[config.mk]
export PLATFORM = sky130hd
export DESIGN_NAME = delimiter_frame_extractor
export DESIGN_NICKNAME = d
export VERILOG_FILES = /design/src/hdl/dfe_pkg.sv /design/src/hdl/dfe_ram.sv /design/src/hdl/dfe_window.sv /design/src/hdl/delimiter_frame_extractor.sv
export SDC_FILE = /design/constraint.sdc
export NUM_CORES = 1
export LEC_CHECK = 0
export BUFFER_PORTS_ARGS = -buffer_cell sky130_fd_sc_hd__buf_2
export CAP_MARGIN = 40
export CORE_MARGIN = 2
export CORE_UTILIZATION = 45
export CTS_CLUSTER_SIZE = 14
export DETAILED_ROUTE_END_ITERATION = 8
export MAX_ROUTING_LAYER = met4
export PLACE_DENSITY_LB_ADDON = 0.08
export SYNTH_ARGS = -nofsm -noshare
export SYNTH_HDL_FRONTEND = slang
export SYNTH_SLANG_ARGS = --single-unit
[constraint.sdc]
create_clock -name clk -period 4.57 [get_ports clk]
set_input_delay 1.1425 -clock clk [delete_from_list [all_inputs] [get_ports clk]]
set_output_delay 1.1425 -clock clk [all_outputs]
set_load 0.005 [all_outputs]
[src/hdl/dfe_pkg.sv]
// Shared constants and types for the delimiter frame extractor.
`default_nettype none
package dfe_pkg;

  localparam int STORE_DEPTH_DEF = 64;
  localparam int MARKER_BYTES    = 6;
  localparam int MARKER_W        = 8 * MARKER_BYTES;
  localparam int COUNT_W         = 7;
  localparam int LIMIT_W         = 6;
  localparam int LEN_W           = 6;
  localparam int CFG_INDEX_W     = 2;
  // Wide enough to hold any store address up to the largest supported depth.
  localparam int ADDR_EXT_W      = 9;

  localparam logic [MARKER_W-1:0] MARKER_RESET = 48'hD5AE77BD42CD;
  localparam logic [LIMIT_W-1:0]  LIMIT_RESET  = 6'd57;

  localparam logic [CFG_INDEX_W-1:0] REG_END_MARKER     = 2'd0;
  localparam logic [CFG_INDEX_W-1:0] REG_OVERFLOW_LIMIT = 2'd1;

  typedef enum logic [1:0] {
    ST_IDLE,
    ST_READ,
    ST_LOAD
  } dfe_state_t;

endpackage
`default_nettype wire

[src/hdl/dfe_ram.sv]
// Generic single-write, single-read RAM with registered read data.
`default_nettype none
module dfe_ram #(
  parameter int WIDTH = 8,
  parameter int DEPTH = 64
) (
  input  wire logic                     clk,
  input  wire logic                     we,
  input  wire logic [$clog2(DEPTH)-1:0] waddr,
  input  wire logic [WIDTH-1:0]         wdata,
  input  wire logic [$clog2(DEPTH)-1:0] raddr,
  output logic      [WIDTH-1:0]         rdata
);

  logic [WIDTH-1:0] mem [DEPTH];

  always_ff @(posedge clk) begin
    if (we) begin
      mem[waddr] <= wdata;
    end
    rdata <= mem[raddr];
  end

endmodule
`default_nettype wire

[src/hdl/dfe_window.sv]
// Six-byte shift window of received bytes and its compare against the end marker.
`default_nettype none
module dfe_window (
  input  wire logic                         clk,
  input  wire logic                         rst,
  input  wire logic                         shift_en,
  input  wire logic [7:0]                   rx_byte,
  input  wire logic [dfe_pkg::MARKER_W-1:0] end_marker,
  output logic                              match
);

  // Oldest byte sits in the most significant position, as in the marker.
  logic [dfe_pkg::MARKER_W-1:0] window;
  logic [dfe_pkg::MARKER_W-1:0] window_next;

  always_comb begin
    window_next = {window[dfe_pkg::MARKER_W-9:0], rx_byte};
    match       = (window_next == end_marker);
  end

  always_ff @(posedge clk) begin
    if (rst) begin
      window <= '0;
    end else if (shift_en) begin
      window <= window_next;
    end
  end

endmodule
`default_nettype wire

[src/hdl/delimiter_frame_extractor.sv]
// Top level: byte intake, frame store control and payload output register.
//
//   channel   dir  handshake          contents
//   s_*       in   s_tvalid/s_tready  tdata: rx_byte
//   m_*       out  m_tvalid/m_tready  tdata: payload_byte, frame_length; tlast; tuser
//   cfg_*     in   cfg_we             cfg_index selects end marker or overflow limit
//
// A received byte is written to the frame store (while the count lies within the store
// depth) and shifted into the marker window in the same cycle. A frame of N payload
// bytes then drains through a store read state and an output load state per byte,
// the load waiting on a stalled output, and no byte is taken meanwhile; the store read
// data is registered, and each read is issued only after the previous byte is loaded.
// Reset clears the state, the count, the window and the output valid and restores the
// configuration registers to their defaults; the store and the output data are not
// cleared. A stalled output holds its transaction and blocks further intake.
`default_nettype none
module delimiter_frame_extractor #(
  parameter int STORE_DEPTH = dfe_pkg::STORE_DEPTH_DEF
) (
  input  wire logic                            clk,
  input  wire logic                            rst,
  input  wire logic                            s_tvalid,
  output logic                                 s_tready,
  input  wire logic [7:0]                      s_tdata,   // [7:0] rx_byte
  output logic                                 m_tvalid,
  input  wire logic                            m_tready,
  output logic [15:0]                          m_tdata,   // [7:0] payload_byte,
                                                          // [13:8] frame_length
  output logic                                 m_tlast,   // last
  output logic                                 m_tuser,   // [0] empty_frame
  input  wire logic                            cfg_we,
  input  wire logic [dfe_pkg::CFG_INDEX_W-1:0] cfg_index,
  input  wire logic [dfe_pkg::MARKER_W-1:0]    cfg_data
);

  localparam int AW = $clog2(STORE_DEPTH);

  logic [dfe_pkg::MARKER_W-1:0] end_marker;
  logic [dfe_pkg::LIMIT_W-1:0]  overflow_limit;

  dfe_pkg::dfe_state_t state;
  dfe_pkg::dfe_state_t state_next;

  logic [dfe_pkg::COUNT_W-1:0] byte_count;
  logic [dfe_pkg::COUNT_W-1:0] count_inc;
  logic [dfe_pkg::LEN_W-1:0]   frame_len;
  logic [dfe_pkg::LEN_W-1:0]   len_new;
  logic [dfe_pkg::LEN_W-1:0]   rd_idx;
  logic [dfe_pkg::LEN_W-1:0]   rd_idx_inc;

  logic                        in_acc;
  logic                        match;
  logic                        short_frame;
  logic                        out_free;
  logic                        drain_load;
  logic                        drain_last;
  logic                        rd_oob;
  logic                        store_we;

  logic [dfe_pkg::ADDR_EXT_W-1:0] waddr_ext;
  logic [dfe_pkg::ADDR_EXT_W-1:0] raddr_ext;
  logic [7:0]                     ram_rdata;

  logic [7:0]                 out_byte;
  logic                       out_last;
  logic                       out_empty;
  logic [dfe_pkg::LEN_W-1:0]  out_len;

  // Configuration registers.
  always_ff @(posedge clk) begin
    if (rst) begin
      end_marker     <= dfe_pkg::MARKER_RESET;
      overflow_limit <= dfe_pkg::LIMIT_RESET;
    end else if (cfg_we) begin
      if (cfg_index == dfe_pkg::REG_END_MARKER) begin
        end_marker <= cfg_data;
      end else if (cfg_index == dfe_pkg::REG_OVERFLOW_LIMIT) begin
        overflow_limit <= cfg_data[dfe_pkg::LIMIT_W-1:0];
      end
    end
  end

  dfe_window u_window (
    .clk        (clk),
    .rst        (rst),
    .shift_en   (in_acc),
    .rx_byte    (s_tdata),
    .end_marker (end_marker),
    .match      (match)
  );

  // Writes happen only while idle; the read port reads every cycle, but its data is used
  // only while draining, so no write meets a read whose data is used.
  dfe_ram #(
    .WIDTH (8),
    .DEPTH (STORE_DEPTH)
  ) u_store (
    .clk   (clk),
    .we    (store_we),
    .waddr (waddr_ext[AW-1:0]),
    .wdata (s_tdata),
    .raddr (raddr_ext[AW-1:0]),
    .rdata (ram_rdata)
  );

  always_comb begin
    out_free    = !m_tvalid || m_tready;
    in_acc      = s_tvalid && s_tready;
    count_inc   = byte_count + dfe_pkg::COUNT_W'(1);
    short_frame = (count_inc <= dfe_pkg::COUNT_W'(dfe_pkg::MARKER_BYTES));
    len_new     = dfe_pkg::LEN_W'(count_inc - dfe_pkg::COUNT_W'(dfe_pkg::MARKER_BYTES));
    waddr_ext   = dfe_pkg::ADDR_EXT_W'(byte_count);
    raddr_ext   = dfe_pkg::ADDR_EXT_W'(rd_idx);
    store_we    = in_acc && (32'(byte_count) < STORE_DEPTH);
    rd_idx_inc  = rd_idx + dfe_pkg::LEN_W'(1);
    drain_last  = (rd_idx_inc == frame_len);
    // Positions past the end of the store read as zero.
    rd_oob      = (32'(rd_idx) >= STORE_DEPTH);
  end

  // Next state.
  always_comb begin
    state_next = state;
    unique case (state)
      dfe_pkg::ST_IDLE: begin
        if (in_acc && match && !short_frame) begin
          state_next = dfe_pkg::ST_READ;
        end
      end
      dfe_pkg::ST_READ: begin
        state_next = dfe_pkg::ST_LOAD;
      end
      dfe_pkg::ST_LOAD: begin
        if (out_free) begin
          state_next = drain_last ? dfe_pkg::ST_IDLE : dfe_pkg::ST_READ;
        end
      end
      default: begin
        state_next = dfe_pkg::ST_IDLE;
      end
    endcase
  end

  // State outputs.
  always_comb begin
    s_tready   = 1'b0;
    drain_load = 1'b0;
    unique case (state)
      dfe_pkg::ST_IDLE: s_tready   = out_free;
      dfe_pkg::ST_READ: ;
      dfe_pkg::ST_LOAD: drain_load = out_free;
      default: ;
    endcase
  end

  always_ff @(posedge clk) begin
    if (rst) begin
      state      <= dfe_pkg::ST_IDLE;
      byte_count <= '0;
      m_tvalid   <= 1'b0;
    end else begin
      state <= state_next;
      if (in_acc) begin
        if (match) begin
          byte_count <= '0;
        end else if (count_inc > dfe_pkg::COUNT_W'(overflow_limit)) begin
          byte_count <= '0;
        end else begin
          byte_count <= count_inc;
        end
      end
      if (in_acc && match && short_frame) begin
        m_tvalid <= 1'b1;
      end else if (drain_load) begin
        m_tvalid <= 1'b1;
      end else if (m_tready) begin
        m_tvalid <= 1'b0;
      end
    end
  end

  // Drain bookkeeping and output payload.
  always_ff @(posedge clk) begin
    if (in_acc && match) begin
      frame_len <= len_new;
      rd_idx    <= '0;
    end else if (drain_load) begin
      rd_idx <= rd_idx_inc;
    end
    if (in_acc && match && short_frame) begin
      out_byte  <= '0;
      out_last  <= 1'b1;
      out_empty <= 1'b1;
      out_len   <= '0;
    end else if (drain_load) begin
      out_byte  <= rd_oob ? 8'd0 : ram_rdata;
      out_last  <= drain_last;
      out_empty <= 1'b0;
      out_len   <= frame_len;
    end
  end

  assign m_tdata = {2'b00, out_len, out_byte};
  assign m_tlast = out_last;
  assign m_tuser = out_empty;

endmodule
`default_nettype wire
Yosys cells after proc, flatten, opt, wreduce, memory -nomap -nowiden
Memories as Yosys holds them, arrays and structs flattened. A register that Yosys moved wholly into a read port is not among the register bits.
Index checks and enable logic that the tools add are counted.

storage, ports and cells
  flip-flop bits (word level) = 132
  memory bits (writable) = 512
  input port bits = 63
  output and inout port bits = 20
  logic and storage cells = 54
  memories kept = 1

cells by class
  $add $sub $neg = 3
  order comparisons = 3
  equality and inequality tests = 7
  muxes and demuxes = 13
  bitwise gates (word level) = 1
  reduce and logical (&&, ||, !) cells = 14

memory list
  name         depth  bits a word  read ports  clocked after memory_dff  write ports  RTL line       source
  u_store.mem  64     8            1           1                         1            dfe_ram.sv:15  logic [WIDTH-1:0] mem [DEPTH];

operators with widths
  cell                                                                              number
  48-bit equality test                                                              1
  7-bit two-way mux                                                                 2
  1-bit two-way mux                                                                 8
  7-bit by 1-bit adder with 7-bit output, second input constant                     1
  7-bit by 6-bit greater-than comparator with 1-bit output                          1
  7-bit by 3-bit less-or-equal comparator with 1-bit output, second input constant  1
  7-bit < comparator, second input constant                                         1
  6-bit by 1-bit adder with 6-bit output, second input constant                     1
  6-bit equality test                                                               1
  2-bit case mux with 3 select lines                                                1
  6-bit by 3-bit subtractor with 6-bit output, second input constant                1
  1-bit logical AND                                                                 5
  2-bit by 1-bit equality test with 1-bit output, second input constant             2
  2-bit logical NOT                                                                 2
  2-bit two-way mux                                                                 2
  2-bit inequality test, second input constant                                      2
  2-bit AND reduction                                                               2
  3-bit AND reduction                                                               1
  3-bit nonzero test                                                                1
  2-bit equality test, second input constant                                        1
  1-bit logical NOT                                                                 2
  1-bit logical OR                                                                  1
  1-bit NOT                                                                         1

Longest topological paths before layout
Gate-level depths: netlist of the first run.

  word-level depth = 8
  depth in mapped cells = 11
  mapped depth without buffers = 10

Cells and area by module
A second synthesis of the first run with hierarchy kept.

unflattened totals
  cells, all modules = 1579
  area, all modules = 25811.0 um^2

modules (own cells, without submodules)
  module                     times used  cells an instance  area each (um^2)  sequential area each (um^2)
  dfe_ram                    1           940                20166.8           15534.9
  delimiter_frame_extractor  1           446                3729.8            1901.8
  dfe_window                 1           193                1914.3            800.8

Worst setup path before layout of the first run
No wires, ideal clock.

  path kind = input to register
  start = input port m_tready
  end = memory u_store.mem[10][0] (enable)
  setup time = 0.370 ns
  arrival time = 2.473 ns
  data required time = 4.200 ns
  setup slack = 1.727 ns
  cell stages on the path = 6
  buffers on the path = 0
  path through = nor2b_1 > nor3_1 > nand2_1 > nor2_1 > nand3_1 > nor2_1

between the ends
  word-level cells in the longest chain between the ends = 6

RTL lines
  what                                     RTL line                          source
  start, declared                          delimiter_frame_extractor.sv:26   input wire logic m_tready,
  1-bit logical OR                         delimiter_frame_extractor.sv:107  out_free = !m_tvalid || m_tready;
  1-bit two-way mux                        delimiter_frame_extractor.sv:148  unique case (state)
  via s_tready                             delimiter_frame_extractor.sv:23   output logic s_tready,
  1-bit logical AND                        delimiter_frame_extractor.sv:108  in_acc = s_tvalid && s_tready;
  1-bit logical AND                        delimiter_frame_extractor.sv:114  store_we = in_acc && (32'(byte_count) < STORE_DEPTH);
  1-bit two-way mux                        dfe_ram.sv:18                     if (we) begin
  1-bit two-way mux (not written as such)  dfe_ram.sv:19                     mem[waddr] <= wdata;
  end, declared                            dfe_ram.sv:15

The timed path passes the listed nets, and every way through them passes these cells.

Final worst setup path of the first run
  start = input port m_tready
  end = memory u_store.mem[35][0] (enable)

between the ends
  word-level cells in the longest chain between the ends = 6

RTL lines
  what                                     RTL line
  1-bit logical OR                         delimiter_frame_extractor.sv:107
  1-bit two-way mux                        delimiter_frame_extractor.sv:148
  1-bit logical AND                        delimiter_frame_extractor.sv:108
  1-bit logical AND                        delimiter_frame_extractor.sv:114
  1-bit two-way mux                        dfe_ram.sv:18
  1-bit two-way mux (not written as such)  dfe_ram.sv:19

Every way passes these cells.

==> metrics.md, run 1 <==
| Metric | Value |
|---|---|
| Pwr Density | 417 mW/mm^2 |
| DRC viols | 0 |
| Max incr delay on CP | 0.83 ns |
| Worst-path clk slew | 0.06 ns |
| Post-Synthesis Cells | 1549 |
| Crit-path leading delay family | simple AND/OR/NAND/NOR gates |
| Area growth syn-to-layout | 14.2% |
| Worst r2r path cells | 6 |
| Worst setup skew after layout | 0.0184 ns |
| Placed insts | 2353 |
| Register bit total from synthesis | 652 |
| DPL Wire Length | 40900 microns |
| Sequential Power Share | 0.527 |
| DRT Wirelength | 63700 microns |
| Post-Route Setup TNS | 0 ns |
| Synth top area cells | edfxtp_1 60%, mux4_2 14%, dfxtp_1 10% |
| IO buf count | 80 |
| Yosys top cell by area | edfxtp_1 |
| TritonRoute pass-1 iters | 5 |
| Cts hold-fix bufs | 0 |
| Post-synthesis cell type count | 52 |
| Initial Util | 0.456 |
| CTS root buffer | clkbuf_16 |
| Gr ovfl total | 0 |
| Antenna-violating nets left | 0 |
| Slowest cell on crit path | nor2_1 |
| Area of the core | 0.0565 sq mm |
| Hold Crit Class | flop to flop |
| CP Launch Type | primary input |
| Crit path capture type | flop |
| Crit. path cell count | 7 |
| Final Hold Viols | 0 |
| Initial antenna violation count | 1 |
| Worst R2R Setup Slack | 1.58 ns |
| Detailed router's first-iteration violation count | 1080 |
| Crit path launch | m_tready |
| Sinks on Clock Net | 652 |
| Switching share of total power | 0.201 |
| Post-Layout Cell Count | 2472 |
| RR Endpoint | u_store.rdata[3] |
| Logic pwr share | 0.025 |
| Global-route wire length before repair | 93800 microns |
| Post-CTS Setup Bufs | 0 |
| Min Hold Slack | 0.437 ns |
| Hold path depth | 2 |
| Worst path most repeated cell | nor2_1 |
| Required time worst endpoint | 4.80 ns |
| Clock Latency Late Sink | 0.60 ns |
| Clk pwr share | 0.449 |
| Top cell type's share of synthesized area | 0.604 |
| Worst Max-Slew Pin Slew | 0.932 ns |
| Fill count | 4701 |
| Max IR drop VDD | 0.354 mV |
| Warnings, synthesis | 0 |
| Max-Cap Viols | 0 |
| Count of flip-flops with a built-in enable after synthesis | 518 |
| Final Wtd Congestion | 0.810 |
| RSZ-0062 raised after global routing | no |
| IO Pins | 83 |
| Worst setup path endpoint | u_store.mem[35][0] |
| CP Class | primary input to flop |
| R2r startpoint | rd_idx[1] |
| Syn Area/Cell | 16.6 sq um |
| Top cells by count, synth | 518 x edfxtp_1, 227 x nand2_1, 160 x mux4_2 |
| Syn Std Cell Area | 0.0258 sq mm |
| Pin count of the biggest net entering global routing | 66 |
| Die area | 0.0592 sq mm |
| Die height | 243 microns |
| Final #Nets | 1741 |
| Die X | 243 microns |
| Max Buffers Root-to-Sink | 3 |
| Count leader, synth | edfxtp_1 |
| Crit path max fanout | 8 |
| Tcrit/Tclk final | 0.697 |
| Vias/cell | 5.56 |
| NetSw | 2.47 mW |
| Resize count post-CTS | 0 |
| Final max-slew violation count | 0 |
| Final setup fails | 0 |
| All-layer global routing usage | 0.225 |
| Via Count | 13800 |
| Rows | 87 |
| CP Cell Sequence | buf_2 -> nor2b_1 -> nor3_1 -> nand2_2 -> nor2_1 -> nand3_1 -> nor2_1 |
| Slew headroom | 0.378 |
| Sequential cell area fraction in the yosys report | 0.708 |
| Wirelength per Cell | 25.8 microns |
| Overall power | 12.3 mW |
| Synth Flop Type | edfxtp_1 |
| CP arrival | 3.41 ns |
| Async S/R FF share, synth | 0 |
| WP buf/inv | 1 |
| Vias in the first global route | 14000 |
| Depth of the CTS H-tree | 3 |
| Final core utilization | 0.521 |
| CTS tree | built |
| Max Clock Freq | 314 MHz |
| Total CTS buffers | 70 |
| Share of cells above drive strength 1 | 0.237 |
| P_int | 9.81 mW |
| Leakage | 9.66 nW |
| Status | finished, final reports clean |
| Final min period | 3.19 ns |
==> power groups by stage <==
stage	registers (mW)	logic, mW	clock network [mW]
after floorplan	6.58	0.129	0
after global placement	6.59	0.301	0
after detailed placement	6.59	0.309	0
after CTS	6.47	0.309	5.63
after global routing	6.47	0.334	5.86
final	6.47	0.303	5.51
==> registers in the layout (all words and copies together) (netlist names), 7 cells and up <==
| name | flops |
|---|---|
| u_store.mem | 512 |
| out_byte | 8 |
| u_window.window | 40 |
| end_marker | 48 |
| u_store.rdata | 8 |
| byte_count | 7 |
==> kinds of logic after synthesis <==
| logic type | count (synthesis) | share of synthesized area |
|---|---|---|
| flip-flops | 652 | 0.708 |
| AO/OA/AOI/OAI | 119 | 0.0267 |
| multiplexers | 171 | 0.144 |
| XOR/XNOR | 70 | 0.0238 |
| other | 1 | 0.000146 |
| adder cells (fa/ha/maj) | 9 | 0.00437 |
| AND/OR/NAND/NOR | 424 | 0.0738 |
| buffers and inverters | 103 | 0.0190 |
==> per-layer routing <==
metal  global-route usage  vias up  routed length (microns)
met5                    -        -                        0
met4               0.0576        0                     1010
met3               0.0382       75                     3770
met2                0.344      392                    30300
met1                0.315     7120                    28600
li1                     -     6166                        -
==> area by class of cell <==
| class | instances | area (sq um) | share of cell area |
|---|---|---|---|
| Inverter | 12 | 45.0 | 0.00153 |
| Antenna cell | 1 | 2.50 | 0.0000851 |
| Multi-Input combinational cell | 795 | 7050 | 0.240 |
| Clock buffer | 98 | 2010 | 0.0684 |
| Sequential cell | 652 | 18200 | 0.620 |
| Clock inverter | 20 | 199 | 0.00676 |
| Tap cell | 756 | 946 | 0.0322 |
| Timing Repair Buffer | 138 | 918 | 0.0312 |
==> how the worst min path moves through the flow <==
| stage | end | from |
|---|---|---|
| after global routing | out_byte[3] | u_store.rdata[3] |
| after global placement | out_byte[7] | u_store.rdata[7] |
| after detailed placement | out_byte[0] | u_store.rdata[0] |
| after CTS | out_byte[0] | u_store.rdata[0] |
| after floorplan | out_byte[0] | u_store.rdata[0] |
| final | out_byte[0] | u_store.rdata[0] |
==> cell usage in the layout, fill, tap and decap left out, drive strengths merged, types with 4 or more instances in the layout <==
cell and count:
a211oi 9, a21oi 88, buf 138, bufinv 4
clkbuf 98, clkinv 12, dfxtp 134, edfxtp 518
ha 9, inv 13, mux2i 11, mux4 160
nand2 227, nand2b 4, nand3 13, nand3b 32
nand4 21, nor2 90, nor2b 11, nor3 7
nor3b 4, o21ai 7, xnor2 61, xor2 9
==> per-stage QoR <==
| stage | area, sq um | worst slack [ns] |
|---|---|---|
| after CTS | 29400 | 1.46 |
| after global routing | 29400 | 1.27 |
| after global placement | 27100 | 0.846 |
| after detailed placement | 27200 | 0.821 |
| after floorplan | 25800 | 1.73 |
| final | 29400 | 1.38 |
==> worst register-to-register path, cell delays in order (launching register included) <==
cell and delay (ns):
dfxtp_4 0.82, buf_12 0.41, mux4_2 0.52, mux4_2 0.50, nor2b_1 0.14, a211oi_1 0.38, a21oi_1 0.08
Note: power is estimated with default switching activity, not from simulation.
==> run 2, diff against run 1 <==
==> constraint.sdc (replaced) <==
create_clock -name clk -period 3 [get_ports clk]
set_input_delay 0.75 -clock clk [delete_from_list [all_inputs] [get_ports clk]]
set_output_delay 0.75 -clock clk [all_outputs]
set_load 0.005 [all_outputs]
==> run 2 against run 1 <==
  * Combinational power rose by 50%
  * Die area did not move
  * Register-to-register slack got worse by 1.4 ns
  * Clock skew rose by 0.0090 ns
  * Critical path type is now flop to flop
==> metrics.md, run 2 (synthesis results as in run 1) <==
| Metric | Value |
|---|---|
| Max-Cap Viols | 0 |
| IO Pins | 83 |
| DPL Wire Length | 38800 microns |
| Crit path capture type | flop |
| Pin count of the biggest net entering global routing | 66 |
| Post-CTS Setup Bufs | 0 |
| Largest regs | u_store.mem: 512 flops, end_marker: 48 flops, u_window.window: 40 flops |
| Initial Util | 0.456 |
| Sequential Power Share | 0.540 |
| Detailed router's first-iteration violation count | 1097 |
| Crit-path leading delay family | multiplexers |
| DRT Wirelength | 59800 microns |
| Tcrit/Tclk final | 0.930 |
| Global-route wire length before repair | 89100 microns |
| Required time worst endpoint | 3.46 ns |
| Worst Hold Launch | cfg_data[16] |
| Vias/cell | 5.40 |
| Max reg flops | 512 |
| Worst R2R Setup Slack | 0.21 ns |
| Leakage | 9.95 nW |
| Hold path depth | 3 |
| R2r startpoint | rd_idx[0] |
| All-layer global routing usage | 0.211 |
| Status | finished, final reports clean |
| TritonRoute pass-1 iters | 5 |
| Most frequent cells in the layout | 518 x edfxtp_1, 226 x nand2_1, 160 x mux4_2 |
| Initial antenna violation count | 4 |
| Post-Layout Cell Count | 2533 |
| Most flops, register | u_store.mem |
| P_int | 14.6 mW |
| Die height | 243 microns |
| Max Buffers Root-to-Sink | 3 |
| Slowest cell on crit path | dfxtp_4 |
| DRC viols | 0 |
| Gr ovfl total | 0 |
| Worst Hold End | end_marker[16] |
| CTS tree | built |
| Max IR drop VDD | 0.443 mV |
| Final setup fails | 0 |
| Wirelength per Cell | 23.6 microns |
| Total CTS buffers | 68 |
| Crit path max fanout | 37 |
| Final min period | 2.79 ns |
| Max incr delay on CP | 0.62 ns |
| Logic pwr share | 0.025 |
| CTS root buffer | clkbuf_16 |
| Pwr Density | 611 mW/mm^2 |
| Max Clock Freq | 358 MHz |
| Slew headroom | 0.477 |
| Worst r2r path cells | 5 |
| Sinks on Clock Net | 652 |
| Worst Max-Slew Pin Slew | 0.784 ns |
| Depth of the CTS H-tree | 3 |
| Final #Nets | 1804 |
| CP Class | flop to flop |
| Final Hold Viols | 0 |
| Die area | 0.0592 sq mm |
| Switching share of total power | 0.200 |
| Share of cells above drive strength 1 | 0.262 |
| Worst path most repeated cell | mux4_2 |
| IO buf count | 80 |
| RSZ-0062 raised after global routing | no |
| Most common cell after layout, fill and taps aside | edfxtp_1 |
| Antenna-violating nets left | 0 |
| WP buf/inv | 1 |
| Clock Latency Late Sink | 0.59 ns |
| NetSw | 3.64 mW |
| Final Wtd Congestion | 0.833 |
| CP arrival | 3.25 ns |
| Rows | 87 |
| Hold Crit Class | primary input to flop |
| Worst setup skew after layout | 0.0274 ns |
| Die X | 243 microns |
| Worst-path clk slew | 0.06 ns |
| Area of the core | 0.0565 sq mm |
| Cts hold-fix bufs | 0 |
| Post-Route Setup TNS | 0 ns |
| Final max-slew violation count | 0 |
| Area growth syn-to-layout | 15.7% |
| Vias in the first global route | 13800 |
| RR Endpoint | u_store.rdata[3] |
| CP Cell Sequence | buf_12 -> mux4_2 -> mux4_2 -> mux2i_1 -> a21oi_1 |
| Clk pwr share | 0.435 |
| Resize count post-CTS | 0 |
| CP Launch Type | flop |
| Via Count | 13700 |
| Placed insts | 2418 |
run 2: cell types whose count changed in the layout (fill, tap and decap cells not counted), sizes merged:
cell,previous run,this run
buf,138,203
diode,1,2
clkinvlp,3,2
clkbuf,98,89
clkinv,12,18
bufinv,4,3
run 2: layout make-up:
cell class                      count  area (sq um)
Fill cell                        4626         26700
Antenna cell                        2          5.00
Inverter                           12          45.0
Sequential cell                   652         18200
Multi-Input combinational cell    795          7050
Timing Repair Buffer              203          1450
Tap cell                          756           946
Clock inverter                     24           191
Clock buffer                       89          1870
run 2: worst min-delay path: cells and delay by family:
family                 cells  cell delay, ns
buffers and inverters      1            0.08
and+or+nand+nor            2            0.11
run 2: worst max-delay path by stage:
stage	from	end	cells past startpoint
after CTS	rd_idx[0]	u_store.rdata[4]	6
after floorplan	byte_count[0]	out_byte[0]	10
final	rd_idx[0]	u_store.rdata[3]	5
after detailed placement	s_tdata[4]	m_tvalid	8
after global placement	s_tdata[4]	m_tvalid	8
after global routing	rd_idx[0]	u_store.rdata[3]	5
run 2: power groups by stage:
stage | registers (mW) | clock network [mW] | logic (mW)
after floorplan | 10.0 | 0 | 0.196
after global placement | 10.0 | 0 | 0.452
after detailed placement | 10.0 | 0 | 0.463
after CTS | 9.85 | 8.12 | 0.463
after global routing | 9.85 | 8.44 | 0.504
final | 9.85 | 7.92 | 0.454
run 2: per-layer routing:
| layer | share of wire | GRT usage |
|---|---|---|
| met2 | 0.47 | 0.320 |
| met5 | 0 | - |
| met1 | 0.46 | 0.293 |
| met4 | 0.023 | 0.0639 |
| met3 | 0.049 | 0.0397 |
run 2: metrics by stage:
stage          total power [mW]  worst slack, ns  area, sq um  hold slack, ns   util
6_report                   18.2            0.209        29800           0.374  0.528
5_1_grt                    18.8           0.0978        29800           0.368  0.528
4_1_cts                    18.4            0.179        29800           0.336  0.527
3_5_place_dp               10.5            0.164        27700           0.426  0.491
3_3_place_gp               10.5            0.106        27700           0.424  0.491
2_1_floorplan              10.2            0.527        25800           0.417      -
==> run 3, diff against run 2 <==
--- a/config.mk
+++ b/config.mk
@@ -12,7 +12,7 @@
 export CTS_CLUSTER_SIZE = 14
 export DETAILED_ROUTE_END_ITERATION = 8
 export MAX_ROUTING_LAYER = met4
-export PLACE_DENSITY_LB_ADDON = 0.08
+export PLACE_DENSITY_LB_ADDON = 0.3
 export SYNTH_ARGS = -nofsm -noshare
 export SYNTH_HDL_FRONTEND = slang
 export SYNTH_SLANG_ARGS = --single-unit
==> run 3 against run 2 <==
  * Setup slack better by 0.12 ns
  * Highest routed layer unchanged
  * Critical path type unchanged
  * Die area stayed put
  * Power is 2.1% higher
  * Via count is 2.2% higher
  * Combinational power is 2% lower
  * Cell count is 0.67% higher
==> metrics.md, run 3 (synthesis results as in run 1) <==
| Metric | Value |
|---|---|
| Status | finished, final reports clean |
| Most frequent cells in the layout | 518 x edfxtp_1, 226 x nand2_1, 160 x mux4_2 |
| Area growth syn-to-layout | 16.5% |
| Min Hold Slack | 0.377 ns |
| Crit path max fanout | 10 |
| Max Buffers Root-to-Sink | 3 |
| CTS root buffer | clkbuf_16 |
| Dpl ws | 0.381 ns |
| Max reg flops | 512 |
| Worst Slack Setup Final | 0.326 ns |
| Sinks on Clock Net | 652 |
| Slew headroom | 0.431 |
| Worst Max-Slew Pin Slew | 0.853 ns |
| Post-Route Setup TNS | 0 ns |
| Initial Util | 0.456 |
| Resize count post-CTS | 0 |
| Tcrit/Tclk final | 0.891 |
| CP Class | flop to flop |
| Pwr Density | 620 mW/mm^2 |
| Via Count | 14000 |
| Max IR drop VDD | 0.411 mV |
| Final max-slew violation count | 0 |
| Max-Cap Viols | 0 |
| Antenna-violating nets left | 0 |
| Vias in the first global route | 14100 |
| Worst setup skew after layout | 0.0161 ns |
| Die height | 243 microns |
| Max Clock Freq | 374 MHz |
| Overall power | 18.6 mW |
| TritonRoute pass-1 iters | 5 |
| Cts hold-fix bufs | 0 |
| Clock Latency Late Sink | 0.59 ns |
| All-layer global routing usage | 0.211 |
| Area of the core | 0.0565 sq mm |
| Placed Area | 0.0278 sq mm |
| Required time worst endpoint | 3.50 ns |
| Final #Nets | 1810 |
| Placed insts | 2424 |
| Final setup fails | 0 |
| Detailed router's first-iteration violation count | 1250 |
| Final Wtd Congestion | 0.897 |
| Share of cells above drive strength 1 | 0.268 |
| Die X | 243 microns |
| Final min period | 2.67 ns |
| Final Cell Area | 0.0300 sq mm |
| Crit path capture type | flop |
| Most common cell after layout, fill and taps aside | edfxtp_1 |
| Final core utilization | 0.531 |
| Final Hold Viols | 0 |
| IO buf count | 80 |
| Most flops, register | u_store.mem |
| Vias/cell | 5.49 |
| Post-CTS Setup Bufs | 0 |
| Post-Layout Cell Count | 2550 |
| Gr ovfl total | 0 |
| Largest regs | u_store.mem: 512 flops, end_marker: 48 flops, u_window.window: 40 flops |
| Rows | 87 |
| DRC viols | 0 |
| Worst-path clk slew | 0.06 ns |
| Total CTS buffers | 68 |
| CP Launch Type | flop |
| Hold Crit Class | primary input to flop |
| IO Pins | 83 |
| CP arrival | 3.17 ns |
| RSZ-0062 raised after global routing | no |
| Depth of the CTS H-tree | 3 |
| Wirelength per Cell | 23.5 microns |
| Pin count of the biggest net entering global routing | 66 |
| Global-route wire length before repair | 89600 microns |
| DRT Wirelength | 59800 microns |
| DPL Wire Length | 39200 microns |
| Die area | 0.0592 sq mm |
| Leakage | 10.1 nW |
| Initial antenna violation count | 3 |
| CTS tree | built |
run 3: worst max-delay path, stage by stage (launching register included):
cell	delay, ns
dfxtp_1	0.50
inv_1	0.08
ha_1	0.33
inv_1	0.08
ha_1	0.28
nor2b_1	0.13
o21a_1	0.16
o2111a_1	0.23
o31ai_2	0.46
nand4b_1	0.17
a31oi_1	0.18
run 3: path summary, 6_finish.rpt:
kind	from	to	slack, ns	depth (start not counted)
worst max-delay path	byte_count[1]	byte_count[2]	0.33	10
worst min-delay path	cfg_data[23]	end_marker[23]	0.38	3
worst max register to register	byte_count[1]	byte_count[2]	0.33	10
worst min register to register	u_store.rdata[0]	out_byte[0]	0.44	2
run 3: per-layer routing:
metal / vias to the layer above / part of all wire / global-route usage
met3: 97 / 0.072 / 0.0475
li1: 6317 / - / -
met2: 447 / 0.47 / 0.322
met1: 7134 / 0.42 / 0.281
met5: - / 0 / -
met4: 0 / 0.033 / 0.0700
run 3: area by class of cell:
type                       instances  area, sq um
antenna                            4         10.0
clock buffer                     102         2050
clock inverter                    20          173
fill                            4492        26500
inverter                          12         45.0
multi-input combinational        795         7050
sequential                       652        18200
tap                              756          946
timing repair buffer             209         1490
run 3: power breakdown:
| part | switching [mW] | internal, mW | total [mW] |
|---|---|---|---|
| Clock | 3.33 | 4.97 | 8.30 |
| Combinational | 0.303 | 0.141 | 0.444 |
| Sequential | 0.0497 | 9.81 | 9.86 |
